## src/rtl/ssplt_pkg.sv

```systemverilog
// ----------------------------------------------------------------------------
// Stripe segment splitter package
// Widths, register codes, word types and clamp helpers shared by the block.
// ----------------------------------------------------------------------------
package ssplt_pkg;

   localparam int OFF_W      = 48;  // file and server offsets
   localparam int REQ_LEN_W  = 32;  // requested byte count
   localparam int BUF_W      = 16;  // buffer length and positions inside it
   localparam int UNIT_W     = 21;  // stripe unit and request size limit
   localparam int UPOS_W     = 20;  // position inside one stripe unit
   localparam int COUNT_W    = 5;   // stripe count
   localparam int SRV_OUT_W  = 4;   // server index on the result word
   localparam int LEN_W      = 25;  // capped request length, below 2^25
   localparam int W_W        = 26;  // stripe width, unit times count
   localparam int DCNT_W     = 6;   // divide step counter

   // Largest stripe count honored; must stay below 2^COUNT_W.
   localparam int MAX_SERVERS = 16;

   // Most segment words one buffer may produce, and the counter for them.
   localparam int MAX_SEGS  = 17;
   localparam int SEG_CNT_W = 5;

   localparam logic [UNIT_W-1:0]  UNIT_MIN    = UNIT_W'(4096);
   localparam logic [UNIT_W-1:0]  UNIT_MAX    = UNIT_W'(1048576);
   localparam logic [UNIT_W-1:0]  UNIT_RESET  = UNIT_W'(65536);
   localparam logic [UNIT_W-1:0]  MRS_RESET   = UNIT_W'(1048576);
   localparam logic [COUNT_W-1:0] COUNT_RESET = COUNT_W'(1);

   localparam int CSR_IDX_W  = 2;
   localparam int CSR_DATA_W = 21;

   localparam logic [CSR_IDX_W-1:0] CSR_UNIT_SIZE        = 2'd0;
   localparam logic [CSR_IDX_W-1:0] CSR_SERVER_COUNT     = 2'd1;
   localparam logic [CSR_IDX_W-1:0] CSR_MAX_REQUEST_SIZE = 2'd2;

   localparam int CMD_DEPTH_DEFAULT = 4;
   localparam int RSP_DEPTH_DEFAULT = 2;

   typedef struct packed {
      logic                 new_request;
      logic [OFF_W-1:0]     file_offset;
      logic [REQ_LEN_W-1:0] request_length;
      logic [BUF_W-1:0]     buffer_length;
   } req_type;

   typedef struct packed {
      logic [SRV_OUT_W-1:0] server_index;
      logic [OFF_W-1:0]     server_offset;
      logic [BUF_W-1:0]     seg_count;
      logic [BUF_W-1:0]     buffer_offset;
      logic                 last;
      logic                 request_done;
   } rsp_type;

   // Classified word handed from the front to the back.
   typedef struct packed {
      logic             new_request;
      logic [OFF_W-1:0] file_offset;
      logic [LEN_W-1:0] length;
      logic [BUF_W-1:0] buffer_length;
   } cmd_type;

   // Effective stripe geometry and a pulse on any register write.
   typedef struct packed {
      logic [UNIT_W-1:0]  unit;
      logic [COUNT_W-1:0] count;
      logic               changed;
   } cfg_type;

   function automatic logic [UNIT_W-1:0] clamp_unit(input logic [UNIT_W-1:0] v);
      logic [UNIT_W-1:0] r;
      r = v;
      if (v < UNIT_MIN) begin
         r = UNIT_MIN;
      end else if (v > UNIT_MAX) begin
         r = UNIT_MAX;
      end
      return r;
   endfunction

   function automatic logic [COUNT_W-1:0] clamp_count(input logic [COUNT_W-1:0] v);
      logic [COUNT_W-1:0] r;
      r = v;
      if (v == '0) begin
         r = COUNT_W'(1);
      end else if (v > COUNT_W'(MAX_SERVERS)) begin
         r = COUNT_W'(MAX_SERVERS);
      end
      return r;
   endfunction

endpackage

```

## src/rtl/ssplt_fifo.sv

```systemverilog
// ----------------------------------------------------------------------------
// Stripe segment splitter queue
// Small first-in first-out register queue used between the block's parts.
// ----------------------------------------------------------------------------
module ssplt_fifo #(
   parameter int DEPTH = ssplt_pkg::RSP_DEPTH_DEFAULT,
   parameter int WIDTH = 1
) (
   input  logic             clock,
   input  logic             reset,
   input  logic             push,
   input  logic [WIDTH-1:0] wdata,
   output logic             full,
   input  logic             pop,
   output logic [WIDTH-1:0] rdata,
   output logic             empty
);

   localparam int PTR_W = (DEPTH > 1) ? $clog2(DEPTH) : 1;
   localparam int CNT_W = $clog2(DEPTH + 1);

   logic [WIDTH-1:0] mem_ff [DEPTH];
   logic [PTR_W-1:0] wr_ptr_ff, wr_ptr_in;
   logic [PTR_W-1:0] rd_ptr_ff, rd_ptr_in;
   logic [CNT_W-1:0] count_ff, count_in;
   logic             push_ok, pop_ok;

   assign full    = (count_ff == CNT_W'(DEPTH));
   assign empty   = (count_ff == '0);
   assign push_ok = push && !full;
   assign pop_ok  = pop && !empty;
   assign rdata   = mem_ff[rd_ptr_ff];

   always_comb begin
      wr_ptr_in = wr_ptr_ff;
      rd_ptr_in = rd_ptr_ff;
      if (push_ok) begin
         wr_ptr_in = (wr_ptr_ff == PTR_W'(DEPTH - 1)) ? '0 : wr_ptr_ff + 1'b1;
      end
      if (pop_ok) begin
         rd_ptr_in = (rd_ptr_ff == PTR_W'(DEPTH - 1)) ? '0 : rd_ptr_ff + 1'b1;
      end
      count_in = count_ff + CNT_W'(push_ok) - CNT_W'(pop_ok);
   end

   always_ff @(posedge clock) begin
      if (reset) begin
         wr_ptr_ff <= '0;
         rd_ptr_ff <= '0;
         count_ff  <= '0;
      end else begin
         wr_ptr_ff <= wr_ptr_in;
         rd_ptr_ff <= rd_ptr_in;
         count_ff  <= count_in;
      end
   end

   always_ff @(posedge clock) begin
      if (push_ok) begin
         mem_ff[wr_ptr_ff] <= wdata;
      end
   end

endmodule

```

## src/rtl/ssplt_front.sv

```systemverilog
// ----------------------------------------------------------------------------
// Stripe segment splitter front end
// Holds the clamped stripe registers and turns request words into commands.
// ----------------------------------------------------------------------------
module ssplt_front (
   input  logic                                clock,
   input  logic                                reset,
   input  logic                                csr_we,
   input  logic [ssplt_pkg::CSR_IDX_W-1:0]     csr_index,
   input  logic [ssplt_pkg::CSR_DATA_W-1:0]    csr_wdata,
   input  logic                                req_push,
   input  ssplt_pkg::req_type                  req_data,
   input  logic                                cmd_full,
   output logic                                cmd_push,
   output ssplt_pkg::cmd_type                  cmd_data,
   output ssplt_pkg::cfg_type                  cfg
);

   import ssplt_pkg::*;

   logic [UNIT_W-1:0]    unit_ff, unit_in;
   logic [COUNT_W-1:0]   count_ff, count_in;
   logic [UNIT_W-1:0]    mrs_ff, mrs_in;
   logic [REQ_LEN_W-1:0] cap;
   logic [REQ_LEN_W-1:0] capped;

   // Registers hold the values already clamped into their legal ranges.
   always_comb begin
      unit_in  = unit_ff;
      count_in = count_ff;
      mrs_in   = mrs_ff;
      if (csr_we) begin
         unique case (csr_index)
            CSR_UNIT_SIZE:        unit_in  = clamp_unit(UNIT_W'(csr_wdata));
            CSR_SERVER_COUNT:     count_in = clamp_count(COUNT_W'(csr_wdata));
            CSR_MAX_REQUEST_SIZE: mrs_in   = clamp_unit(UNIT_W'(csr_wdata));
            default: begin
            end
         endcase
      end
   end

   always_ff @(posedge clock) begin
      if (reset) begin
         unit_ff  <= UNIT_RESET;
         count_ff <= COUNT_RESET;
         mrs_ff   <= MRS_RESET;
      end else begin
         unit_ff  <= unit_in;
         count_ff <= count_in;
         mrs_ff   <= mrs_in;
      end
   end

   // The request is capped at the per-server limit times the stripe count.
   assign cap    = REQ_LEN_W'(mrs_ff) * REQ_LEN_W'(count_ff);
   assign capped = (req_data.request_length < cap) ? req_data.request_length : cap;

   assign cmd_push               = req_push && !cmd_full;
   assign cmd_data.new_request   = req_data.new_request;
   assign cmd_data.file_offset   = req_data.file_offset;
   assign cmd_data.length        = LEN_W'(capped);
   assign cmd_data.buffer_length = req_data.buffer_length;

   assign cfg.unit    = unit_ff;
   assign cfg.count   = count_ff;
   assign cfg.changed = csr_we;

endmodule

```

## src/rtl/ssplt_back.sv

```systemverilog
// ----------------------------------------------------------------------------
// Stripe segment splitter back end
// Maps the running file offset onto the stripe and cuts buffers into segments.
// ----------------------------------------------------------------------------
module ssplt_back (
   input  logic               clock,
   input  logic               reset,
   input  ssplt_pkg::cfg_type cfg,
   input  logic               cmd_empty,
   input  ssplt_pkg::cmd_type cmd_data,
   output logic               cmd_pop,
   input  logic               rsp_full,
   output logic               rsp_push,
   output ssplt_pkg::rsp_type rsp_wdata
);

   import ssplt_pkg::*;

   localparam logic [2:0] ST_IDLE  = 3'd0;
   localparam logic [2:0] ST_SETUP = 3'd1;
   localparam logic [2:0] ST_DIV   = 3'd2;
   localparam logic [2:0] ST_SUB   = 3'd3;
   localparam logic [2:0] ST_SEG   = 3'd4;

   logic [2:0]           state_ff, state_in;
   logic                 valid_ff, valid_in;
   logic [OFF_W-1:0]     off_ff, off_in;
   logic [LEN_W-1:0]     left_ff, left_in;
   logic [BUF_W-1:0]     remain_ff, remain_in;
   logic [BUF_W-1:0]     bufpos_ff, bufpos_in;
   logic [UPOS_W-1:0]    upos_ff, upos_in;
   logic [COUNT_W-1:0]   srv_ff, srv_in;
   logic [OFF_W-1:0]     rbase_ff, rbase_in;
   logic [W_W-1:0]       width_ff, width_in;
   logic [W_W-1:0]       rem_ff, rem_in;
   logic [OFF_W-1:0]     dsh_ff, dsh_in;
   logic [DCNT_W-1:0]    dcnt_ff, dcnt_in;
   logic [SEG_CNT_W-1:0] nseg_ff, nseg_in;

   logic [LEN_W-1:0]   left_after;
   logic               valid_after;
   logic [W_W:0]       div_trial;
   logic               div_ge;
   logic [UNIT_W-1:0]  room;
   logic [LEN_W-1:0]   room_or_left;
   logic [BUF_W-1:0]   cnt;
   logic [LEN_W-1:0]   left_next;
   logic [BUF_W-1:0]   remain_next;
   logic [OFF_W:0]     off_sum;
   logic [UNIT_W-1:0]  upos_sum;
   logic               unit_end;
   logic               seg_last;
   logic               seg_cap;

   // Segment length: the rest of the unit, the request and the buffer.
   assign room         = cfg.unit - UNIT_W'(upos_ff);
   assign room_or_left = (LEN_W'(room) < left_ff) ? LEN_W'(room) : left_ff;
   assign cnt          = (room_or_left < LEN_W'(remain_ff)) ? BUF_W'(room_or_left)
                                                            : remain_ff;
   assign left_next    = left_ff - LEN_W'(cnt);
   assign remain_next  = remain_ff - cnt;
   assign off_sum      = {1'b0, off_ff} + (OFF_W + 1)'(cnt);
   assign upos_sum     = UNIT_W'(upos_ff) + UNIT_W'(cnt);
   assign unit_end     = (upos_sum == cfg.unit);
   assign seg_last     = (remain_next == '0) || (left_next == '0);
   // A buffer stops after its last allowed segment, even with bytes to spare.
   assign seg_cap      = (nseg_ff == SEG_CNT_W'(MAX_SEGS - 1));

   // One restoring divide step of the offset by the stripe width.
   assign div_trial = {rem_ff, dsh_ff[OFF_W-1]};
   assign div_ge    = (div_trial >= (W_W + 1)'(width_ff));

   assign left_after  = cmd_data.new_request ? cmd_data.length : left_ff;
   assign valid_after = cmd_data.new_request ? 1'b0 : valid_ff;

   assign rsp_wdata.server_index  = SRV_OUT_W'(srv_ff);
   assign rsp_wdata.server_offset = rbase_ff + OFF_W'(upos_ff);
   assign rsp_wdata.seg_count     = cnt;
   assign rsp_wdata.buffer_offset = bufpos_ff;
   assign rsp_wdata.last          = seg_last;
   assign rsp_wdata.request_done  = (left_next == '0);

   always_comb begin
      state_in  = state_ff;
      valid_in  = valid_ff;
      off_in    = off_ff;
      left_in   = left_ff;
      remain_in = remain_ff;
      bufpos_in = bufpos_ff;
      upos_in   = upos_ff;
      srv_in    = srv_ff;
      rbase_in  = rbase_ff;
      width_in  = width_ff;
      rem_in    = rem_ff;
      dsh_in    = dsh_ff;
      dcnt_in   = dcnt_ff;
      nseg_in   = nseg_ff;
      cmd_pop   = 1'b0;
      rsp_push  = 1'b0;

      unique case (state_ff)
         ST_IDLE: begin
            if (!cmd_empty) begin
               cmd_pop   = 1'b1;
               remain_in = cmd_data.buffer_length;
               bufpos_in = '0;
               nseg_in   = '0;
               left_in   = left_after;
               valid_in  = valid_after;
               if (cmd_data.new_request) begin
                  off_in = cmd_data.file_offset;
               end
               priority if (cmd_data.buffer_length == '0 || left_after == '0) begin
                  state_in = ST_IDLE;
               end else if (!valid_after) begin
                  state_in = ST_SETUP;
               end else begin
                  state_in = ST_SEG;
               end
            end
         end
         ST_SETUP: begin
            width_in = W_W'(W_W'(cfg.unit) * W_W'(cfg.count));
            rem_in   = '0;
            dsh_in   = off_ff;
            dcnt_in  = DCNT_W'(OFF_W - 1);
            rbase_in = '0;
            srv_in   = '0;
            state_in = ST_DIV;
         end
         ST_DIV: begin
            // The row base (quotient times unit) is built as quotient bits appear.
            rem_in   = div_ge ? W_W'(div_trial - (W_W + 1)'(width_ff)) : W_W'(div_trial);
            rbase_in = {rbase_ff[OFF_W-2:0], 1'b0} + (div_ge ? OFF_W'(cfg.unit) : '0);
            dsh_in   = {dsh_ff[OFF_W-2:0], 1'b0};
            dcnt_in  = dcnt_ff - 1'b1;
            if (dcnt_ff == '0) begin
               state_in = ST_SUB;
            end
         end
         ST_SUB: begin
            // The remainder within the row splits into server and unit position.
            if (rem_ff >= W_W'(cfg.unit)) begin
               rem_in = rem_ff - W_W'(cfg.unit);
               srv_in = srv_ff + 1'b1;
            end else begin
               upos_in  = UPOS_W'(rem_ff);
               valid_in = 1'b1;
               state_in = ST_SEG;
            end
         end
         ST_SEG: begin
            if (!rsp_full) begin
               rsp_push  = 1'b1;
               left_in   = left_next;
               remain_in = remain_next;
               bufpos_in = bufpos_ff + cnt;
               nseg_in   = nseg_ff + 1'b1;
               off_in    = off_sum[OFF_W-1:0];
               if (unit_end) begin
                  upos_in = '0;
                  if (srv_ff + 1'b1 == cfg.count) begin
                     srv_in   = '0;
                     rbase_in = rbase_ff + OFF_W'(cfg.unit);
                  end else begin
                     srv_in = srv_ff + 1'b1;
                  end
               end else begin
                  upos_in = UPOS_W'(upos_sum);
               end
               // Wrapping past the top of the offset space breaks the
               // running position, so it is mapped again from scratch.
               if (off_sum[OFF_W]) begin
                  valid_in = 1'b0;
               end
               priority if (seg_last || seg_cap) begin
                  state_in = ST_IDLE;
               end else if (off_sum[OFF_W]) begin
                  state_in = ST_SETUP;
               end else begin
                  state_in = ST_SEG;
               end
            end
         end
         default: begin
            state_in = ST_IDLE;
         end
      endcase

      if (cfg.changed) begin
         valid_in = 1'b0;
      end
   end

   always_ff @(posedge clock) begin
      if (reset) begin
         state_ff <= ST_IDLE;
         valid_ff <= 1'b0;
         left_ff  <= '0;
         off_ff   <= '0;
      end else begin
         state_ff <= state_in;
         valid_ff <= valid_in;
         left_ff  <= left_in;
         off_ff   <= off_in;
      end
   end

   always_ff @(posedge clock) begin
      remain_ff <= remain_in;
      bufpos_ff <= bufpos_in;
      upos_ff   <= upos_in;
      srv_ff    <= srv_in;
      rbase_ff  <= rbase_in;
      width_ff  <= width_in;
      rem_ff    <= rem_in;
      dsh_ff    <= dsh_in;
      dcnt_ff   <= dcnt_in;
      nseg_ff   <= nseg_in;
   end

endmodule

```

## src/rtl/stripe_segment_splitter_core.sv

```systemverilog
// ----------------------------------------------------------------------------
// Stripe segment splitter core
// Cuts file I/O buffers into per-server segments over a round-robin stripe.
// ----------------------------------------------------------------------------
// Usage. Request words enter through a queue port (req_push, req_full); a
// word with new_request set opens a request at file_offset for
// request_length bytes, capped at the per-server request limit times the
// server count. Every word carries one buffer length, and the buffer comes
// out as segment words on the result queue (rsp_empty, rsp_pop), at most
// seventeen per buffer, the final one marked last unless the seventeen run
// out first. Buffers after the request is fully covered give no words. The
// csr port writes the unit size, the server count and the per-server limit;
// the user must write it only while the block is idle, which is not enforced.
// Throughput: a buffer is dequeued in the idle state, then the back end
// writes one segment word per cycle while the result queue has room. The
// first buffer of a request, the first after a register write and a buffer
// that wraps past the top of the offset space also run the stripe mapping:
// a setup step, the bit-serial divide by the stripe width and a subtract
// step per server passed to pick the server. A word that needs no mapping
// passes through the command queue and the back end's idle state.
// Reset empties both queues, restores the register defaults and clears the
// request. A stalled receiver fills the result queue; the back end then
// holds, the command queue fills behind it, and req_full rises.
// ----------------------------------------------------------------------------
module stripe_segment_splitter_core #(
   parameter int CMD_DEPTH = ssplt_pkg::CMD_DEPTH_DEFAULT,
   parameter int RSP_DEPTH = ssplt_pkg::RSP_DEPTH_DEFAULT
) (
   input  logic                             clock,
   input  logic                             reset,
   input  logic                             req_push,
   output logic                             req_full,
   input  ssplt_pkg::req_type               req_data,
   output logic                             rsp_empty,
   input  logic                             rsp_pop,
   output ssplt_pkg::rsp_type               rsp_data,
   input  logic                             csr_we,
   input  logic [ssplt_pkg::CSR_IDX_W-1:0]  csr_index,
   input  logic [ssplt_pkg::CSR_DATA_W-1:0] csr_wdata
);

   import ssplt_pkg::*;

   logic    cmd_push, cmd_full, cmd_pop, cmd_empty;
   cmd_type cmd_wdata, cmd_rdata;
   cfg_type cfg;
   logic    seg_push, seg_full;
   rsp_type seg_wdata;

   // Front end: register file and request classification.
   ssplt_front u_front (
      .clock     (clock),
      .reset     (reset),
      .csr_we    (csr_we),
      .csr_index (csr_index),
      .csr_wdata (csr_wdata),
      .req_push  (req_push),
      .req_data  (req_data),
      .cmd_full  (cmd_full),
      .cmd_push  (cmd_push),
      .cmd_data  (cmd_wdata),
      .cfg       (cfg)
   );

   assign req_full = cmd_full;

   // Command queue lets the front keep accepting while the back is mapping.
   ssplt_fifo #(
      .DEPTH (CMD_DEPTH),
      .WIDTH ($bits(cmd_type))
   ) u_cmd_fifo (
      .clock (clock),
      .reset (reset),
      .push  (cmd_push),
      .wdata (cmd_wdata),
      .full  (cmd_full),
      .pop   (cmd_pop),
      .rdata (cmd_rdata),
      .empty (cmd_empty)
   );

   // Back end: stripe mapping and segment generation.
   ssplt_back u_back (
      .clock     (clock),
      .reset     (reset),
      .cfg       (cfg),
      .cmd_empty (cmd_empty),
      .cmd_data  (cmd_rdata),
      .cmd_pop   (cmd_pop),
      .rsp_full  (seg_full),
      .rsp_push  (seg_push),
      .rsp_wdata (seg_wdata)
   );

   // Result queue parts the back end from the receiver.
   ssplt_fifo #(
      .DEPTH (RSP_DEPTH),
      .WIDTH ($bits(rsp_type))
   ) u_rsp_fifo (
      .clock (clock),
      .reset (reset),
      .push  (seg_push),
      .wdata (seg_wdata),
      .full  (seg_full),
      .pop   (rsp_pop),
      .rdata (rsp_data),
      .empty (rsp_empty)
   );

endmodule

```

## config.mk

```make
export PLATFORM = sky130hd
export DESIGN_NAME = stripe_segment_splitter_core
export DESIGN_NICKNAME = d
export VERILOG_FILES = /design/src/rtl/ssplt_pkg.sv /design/src/rtl/ssplt_fifo.sv /design/src/rtl/ssplt_front.sv /design/src/rtl/ssplt_back.sv /design/src/rtl/stripe_segment_splitter_core.sv
export SDC_FILE = /design/constraint.sdc
export NUM_CORES = 2
export LEC_CHECK = 0
export BUFFER_PORTS_ARGS = -buffer_cell sky130_fd_sc_hd__buf_4
export CAP_MARGIN = 20
export CORE_ASPECT_RATIO = 0.7
export CORE_UTILIZATION = 59
export CTS_CLUSTER_SIZE = 16
export DETAILED_ROUTE_END_ITERATION = 8
export GPL_ROUTABILITY_DRIVEN = 0
export GPL_TIMING_DRIVEN = 0
export PLACE_DENSITY = 0.81
export SLEW_MARGIN = 20
export SYNTH_ARGS = -nofsm -noshare
export SYNTH_HDL_FRONTEND = slang
export SYNTH_HIERARCHICAL = 1
export SYNTH_SLANG_ARGS = --single-unit
```

## constraint.sdc

```tcl
create_clock -name clock -period 24.2 [get_ports clock]
set_clock_uncertainty 0.2 [all_clocks]
set_input_delay 3.63 -clock clock [delete_from_list [all_inputs] [get_ports clock]]
set_output_delay 3.63 -clock clock [all_outputs]
set_load 0.02 [all_outputs]
```

**Yosys cells after proc, flatten, opt, wreduce, memory -nomap -nowiden**

Memory sizes are Yosys's and may differ from the RTL's. A register that Yosys moved wholly into a read port is not among the register bits.
Index checks and enable logic that the tools add are counted.

- Input port bits: 125
- Bits in latches: 0
- Memory bits (writable): 532
- Bits in read-only memories: 0
- Memories: 2
- Flip-flop bits (word level): 351
- Logic and storage cells: 194

Memory list:

| memory | depth | width | rd ports | clocked after Yosys merged registers in | write ports | RTL line | RTL |
|---|---|---|---|---|---|---|---|
| u_cmd_fifo.mem_ff | 4 | 90 | 1 | 1 | 1 | ssplt_fifo.sv:22 | `logic [WIDTH-1:0] mem_ff [DEPTH];` |
| u_rsp_fifo.mem_ff | 2 | 86 | 1 | 1 | 1 | ssplt_fifo.sv:22 |  |

- Eq/ne operators: 22
- Shifts and indexed selects: 0
- Order comparisons: 8
- Bitwise gates (word level): 0
- Muxes and demuxes: 74
- Multipliers: 2
- Divide/modulo/power cells: 0
- Reductions and logical operators: 41
- $add $sub $neg: 22

Operators by type and width:

| operator | number |
|---|---|
| two-way mux 48 bit | 6 |
| case mux 48 bit (2 select lines) | 2 |
| case mux 48 bit (3 select lines) | 1 |
| two-way mux 25 bit | 5 |
| two-way mux 16 bit | 5 |
| case mux 26 bit (3 select lines) | 1 |
| case mux 16 bit (2 select lines) | 2 |
| two-way mux 21 bit | 3 |
| two-way mux 20 bit | 3 |
| multiplier 21 x 5 -> 26 bit | 2 |
| two-way mux 26 bit | 2 |
| logical NOT 25 bit | 2 |
| case mux 25 bit (2 select lines) | 1 |
| adder 48 x 16 -> 49 bit | 1 |
| adder 48 x 20 -> 48 bit | 1 |
| adder 48 x 21 -> 48 bit | 1 |
| adder 48 bit | 1 |
| two-way mux 5 bit | 8 |
| case mux 20 bit (2 select lines) | 1 |
| logical NOT 16 bit | 2 |
| < comparator 32 x 26 -> 1 bit | 1 |
| >= comparator 27 x 26 -> 1 bit | 1 |
| >= comparator 26 x 21 -> 1 bit | 1 |
| subtractor 26 x 21 -> 26 bit | 1 |
| other kinds (51) | 115 |

**Longest topological paths before layout**

- Depth after elaboration: 12
- Gate-level depth with buffers: 55
- Depth with buffers taken out: 49

**By module**

Netlist, hierarchy kept.

Modules (own cells, without submodules):

| module | area an instance (um^2) | cells each | times used |
|---|---|---|---|
| ssplt_back | 28648.7 | 3448 | 1 |
| ssplt_fifo (u_cmd_fifo) | 13439.1 | 520 | 1 |
| ssplt_fifo (u_rsp_fifo) | 6642.6 | 295 | 1 |
| ssplt_front | 6635.1 | 849 | 1 |

**Worst setup path before layout**

OpenSTA, ideal clock, no wires.

- Kind: register -> register
- Start point: register u_front.unit_ff[0]
- End point: register u_back.rbase_ff[0], enable pin
- Data arrival time: 12.846 ns
- Library setup time: 0.482 ns
- Clock period less this slack: 13.528 ns
- Slack: 10.672 ns
- Path buffers: 5
- Stages on the path, launching flop included: 54
- Path through: dfxtp_1 inv_1 ha_1 fa_1 nand2b_1 a21oi_1 o41ai_4 o21ai_2 a211o_1 inv_1 o21ai_0 xnor2_1 ha_1 nand4_1 nor3_1 o21ai_0 a21oi_1 o41ai_2 (+18 left out) inv_1 fa_1 nor2b_1 o21ai_0 a21oi_1 o21ai_0 a21oi_1 o21ai_0 nand2b_1 a21oi_1 maj3_1 o21ai_0 xnor2_1 xnor2_1 nor4b_1 o2111ai_1 a21o_1 a31oi_1

RTL lines:

| what | RTL line | RTL |
|---|---|---|
| start: declaration | ssplt_front.sv:21 | `logic [UNIT_W-1:0] unit_ff, unit_in;` |
| start signal: assignment | ssplt_front.sv:49 | `unit_ff <= unit_in;` |
| end signal: assignment | ssplt_back.sv:214 | `rbase_ff <= rbase_in;` |
| end: declaration | ssplt_back.sv:33 | `logic [OFF_W-1:0] rbase_ff, rbase_in;` |

==> metrics.csv <==
stage,metric,value,unit
run_status,status,"complete, but fails checks",
run_status,failing checks,DRC,
clocking,"Reg clk slew, reported paths",0.06,ns
setup_path,critical path startpoint,u_front/unit_ff[1]$_SDFFE_PP0P_,
route,"wirelength, routed",157000,microns
route,Post-route DRC,7,
clocking,Longest Clk Path Bufs,3,
sta,Final period util,62.4,%
setup_path,Crit path top cell by count,o21ai_0,
setup_path,CP max stage cell,dfxtp_1,
synthesis,post-synthesis sequential area ratio,45.6,%
sta,# setup viols final,0,
clocking,Clock Latency Late Sink,0.67,ns
sta,Hold Fails Final Rpt,0,
sta,post-layout min period,15.11,ns
layout,# fillers,6757,
route,via count,43000,
sta,Final Max Tran Viols,0,
die,height of the die,258,microns
power,Sw Ratio,44.2,%
setup_path,r2r startpoint,u_front/unit_ff[1]$_SDFFE_PP0P_,
setup_path,Worst Reg-to-Reg Cells,56,
route,Pre-antenna DRT Iters,9,
flow_run,MaxCap Viol Count,0,
place,DP Wirelength,117000,microns
setup_path,reg-to-reg endpoint,u_back/rbase_ff[40]$_DFFE_PP_,
power,Peak VDD IR,0.103,mV
sta,RSZ-0062 raised after global routing,false,
clocking,root buf cell,clkbuf_16,
sta,f_max,0.0662,GHz
die,row count,93,
layout,Area Growth Syn to Fin,11.0,%
grt,number of global-route vias before repair,41000,
synthesis,Post-Syn Instances,5112,
power,sw power,3.68,mW
clocking,Post-CTS Resized,0,
die,Die Width,368,microns
setup_path,Crit Path Category,register to register,
die,full die area,95100,sq um
grt,GR Util All Layers,32.4,%
route,mean routed wirelength per cell,23.5,microns
place,placed cells,6514,
setup_path,Worst path max stage delay,0.78,ns
clocking,setup bufs post-CTS,0,
synthesis,synthesized cell area,55400,sq um
sta,worst-margin pin slew,1.10,ns
power,Sequential Power Share,28.6,%
setup_path,CP Max Fanout,21,
layout,most frequent cells in the layout,"748 x edfxtp_1, 557 x nand2_1, 378 x inv_1",
route,met1 wire length,61200,microns
synthesis,Main synth FF type,edfxtp_1,
route,ANT nets after route,0,
sta,Setup TNS Final,0,ns
power,Pwr Density,135,nW/um^2
synthesis,post-synth cell types,99,
clocking,cts hold-fix bufs,0,
setup_path,CP arrival,15.28,ns
synthesis,number of flops mapped to enable cells by yosys,748,
power,Int Power,4.64,mW
power,Clk pwr share,17.0,%
synthesis,Post-synth ARST share,0,%
grt,largest net degree at the start of global routing,53,
route,metal3 WL,23300,microns
place,dpl ws,9.83,ns
layout,Final Non-Filler Cells,6680,
die,I/O Pins,213,
synthesis,Yosys reg bits,886,
synthesis,"Net Count, Synth",5701,
grt,initial antenna violation count,19,
route,top layer in use,met5,
clocking,# H-tree levels,3,
synthesis,Syn. warnings,6,
route,WL met2,66600,microns
route,Via-to-Cell Ratio,6.43,
power,leakage,23.9,nW
clocking,CTS Buf Count,87,
min_path,hold endpoint,u_back/off_ff[2]$_SDFFE_PP0P_,
layout,share of layout cells above drive strength 1,12.2,%
min_path,WHS Path Cells,2,
layout,"most common cell after layout, fill and taps aside",edfxtp_1,
power,proportion of power drawn by combinational gates,54.4,%
setup_path,worst reg-to-reg setup slack,9.09,ns
clocking,TritonCTS clock tree,yes,
clocking,clk sinks,886,
min_path,hold_sp,u_back/off_ff[2]$_SDFFE_PP0P_,
setup_path,Worst setup SP type,register,
die,starting density of the core,59.8,%
setup_path,CP Capture Type,register,
grt,first-pass GRT wire length,237000,microns
grt,total congestion overflow,0,
place,Port Buffer Count,146,
die,Core Box Area,92500,sq um
route,DRT iter0 DRCs,6471,
synthesis,Syn Area/Cell,10.8,sq um
setup_path,worst path required time,24.37,ns
min_path,worst hold-check path type,register to register,
sta,Max-slew headroom,26.9,%
sta,final setup margin,9.09,ns
layout,nets@finish,5957,
final cells by class:
cell class,count,area (sq um),share of cell area [%]
inverter,383,1440,2.34
timing repair buffer,167,1490,2.43
antenna,4,10.0,0.0163
sequential,886,25200,41.1
multi-input combinational,3540,27200,44.3
tap,1235,1550,2.51
clock buffer,105,2310,3.75
clock inverter,57,642,1.04
buffer,303,1570,2.55
critical path, delay by kind of cell, from the launching register on:
family	cells	cell delay, ns
AO/OA/AOI/OAI	27	6.09
buffers and inverters	11	3.29
adder cells (fa/ha/maj)	6	2.19
AND/OR/NAND/NOR	9	1.73
flip-flops	1	0.78
XOR/XNOR	3	0.50
Yosys cell counts (11+ instances only):
cell type,number,area share [%]
edfxtp_1,748,41
nand2_1,557,3.8
inv_1,379,2.6
ha_1,338,7.6
a21oi_1,299,2.7
nor2_1,252,1.7
xnor2_1,207,3.3
o21ai_0,203,1.8
clkbuf_1,189,1.3
and2_1,151,1.7
dfxtp_1,138,5.0
nand3_1,128,1.2
fa_1,126,4.6
xor2_1,120,1.9
mux4_2,90,3.7
nor3_1,87,0.79
buf_4,80,1.1
a21o_1,72,0.98
o22ai_1,68,0.77
mux2_2,57,1.2
nand4_1,51,0.58
a211oi_1,49,0.66
and3_1,44,0.50
mux2_4,42,1.1
o21bai_1,41,0.56
nor2b_1,39,0.44
nand2b_1,38,0.43
o31ai_1,38,0.52
mux2i_1,37,0.67
nor4_1,37,0.42
o21a_1,24,0.33
a21boi_0,22,0.30
a311oi_1,22,0.35
a31oi_1,22,0.25
or3_1,22,0.25
nand3b_1,21,0.28
or2_2,16,0.18
a221oi_1,15,0.24
nor3b_1,15,0.20
o211ai_1,15,0.20
buf_1,13,0.088
buf_2,12,0.11
o21ai_1,11,0.099
o32ai_1,11,0.17
registers in the layout, indices dropped and copies added (netlist names), 20 cells and up, named ones only:
name / count
u_back/left_ff: 25
u_cmd_fifo/mem_ff: 360
u_rsp_fifo/mem_ff: 172
u_back/off_ff: 48
u_back/rbase_ff: 48
u_back/dsh_ff: 48
u_front/unit_ff: 21
u_back/rem_ff: 26
u_front/mrs_ff: 21
u_back/upos_ff: 20
u_back/width_ff: 26
stage by stage:
stage | util, % | hold WS (ns) | power (mW) | cell area, sq um
2_1_floorplan | - | 0.249 | 5.39 | 55400
4_1_cts | 66.4 | 0.278 | 8.12 | 61400
6_report | 66.4 | 0.280 | 8.32 | 61400
3_3_place_gp | 62.7 | 0.266 | 6.48 | 58000
5_1_grt | 66.4 | 0.306 | 8.70 | 61400
3_5_place_dp | 63.2 | 0.269 | 6.67 | 58500
cells by family after synthesis:
kind of cell	count (synthesis)	share of synthesized area (%)
xor+xnor	327	5.17
fa+ha+maj	475	12.4
flops	886	45.6
simple gates	1491	12.9
buf+inv	686	5.43
mux	226	6.63
compound gates	1021	11.9
how the worst max path moves through the flow:
| stage | slack [ns] | endpoint | cells after the start |
|---|---|---|---|
| after CTS | 9.76 | u_back/rbase_ff[29]$_DFFE_PP_ | 56 |
| after global placement | 5.81 | u_back/rbase_ff[33]$_DFFE_PP_ | 49 |
| after global routing | 8.39 | u_back/rbase_ff[29]$_DFFE_PP_ | 56 |
| final | 9.09 | u_back/rbase_ff[40]$_DFFE_PP_ | 56 |
| after detailed placement | 9.83 | u_back/rbase_ff[35]$_DFFE_PP_ | 56 |
| after floorplan | 10.67 | u_back/rbase_ff[0]$_DFFE_PP_ | 53 |
power by group through the flow:
| stage | sequential [mW] | clock [mW] | combinational [mW] |
|---|---|---|---|
| CTS | 2.36 | 1.42 | 4.34 |
| global route | 2.40 | 1.48 | 4.82 |
| finish | 2.38 | 1.41 | 4.53 |
| floorplan | 2.31 | 0 | 3.08 |
| detailed placement | 2.39 | 0 | 4.28 |
| global placement | 2.40 | 0 | 4.08 |
per-layer routing:
| layer | global-route usage, % | vias up |
|---|---|---|
| met5 | 0 | - |
| met4 | 11.2 | 20 |
| met3 | 10.7 | 544 |
| met2 | 47.6 | 2936 |
| met1 | 45.1 | 20500 |
| li1 | - | 18900 |
(Power assumes the default switching activity.)
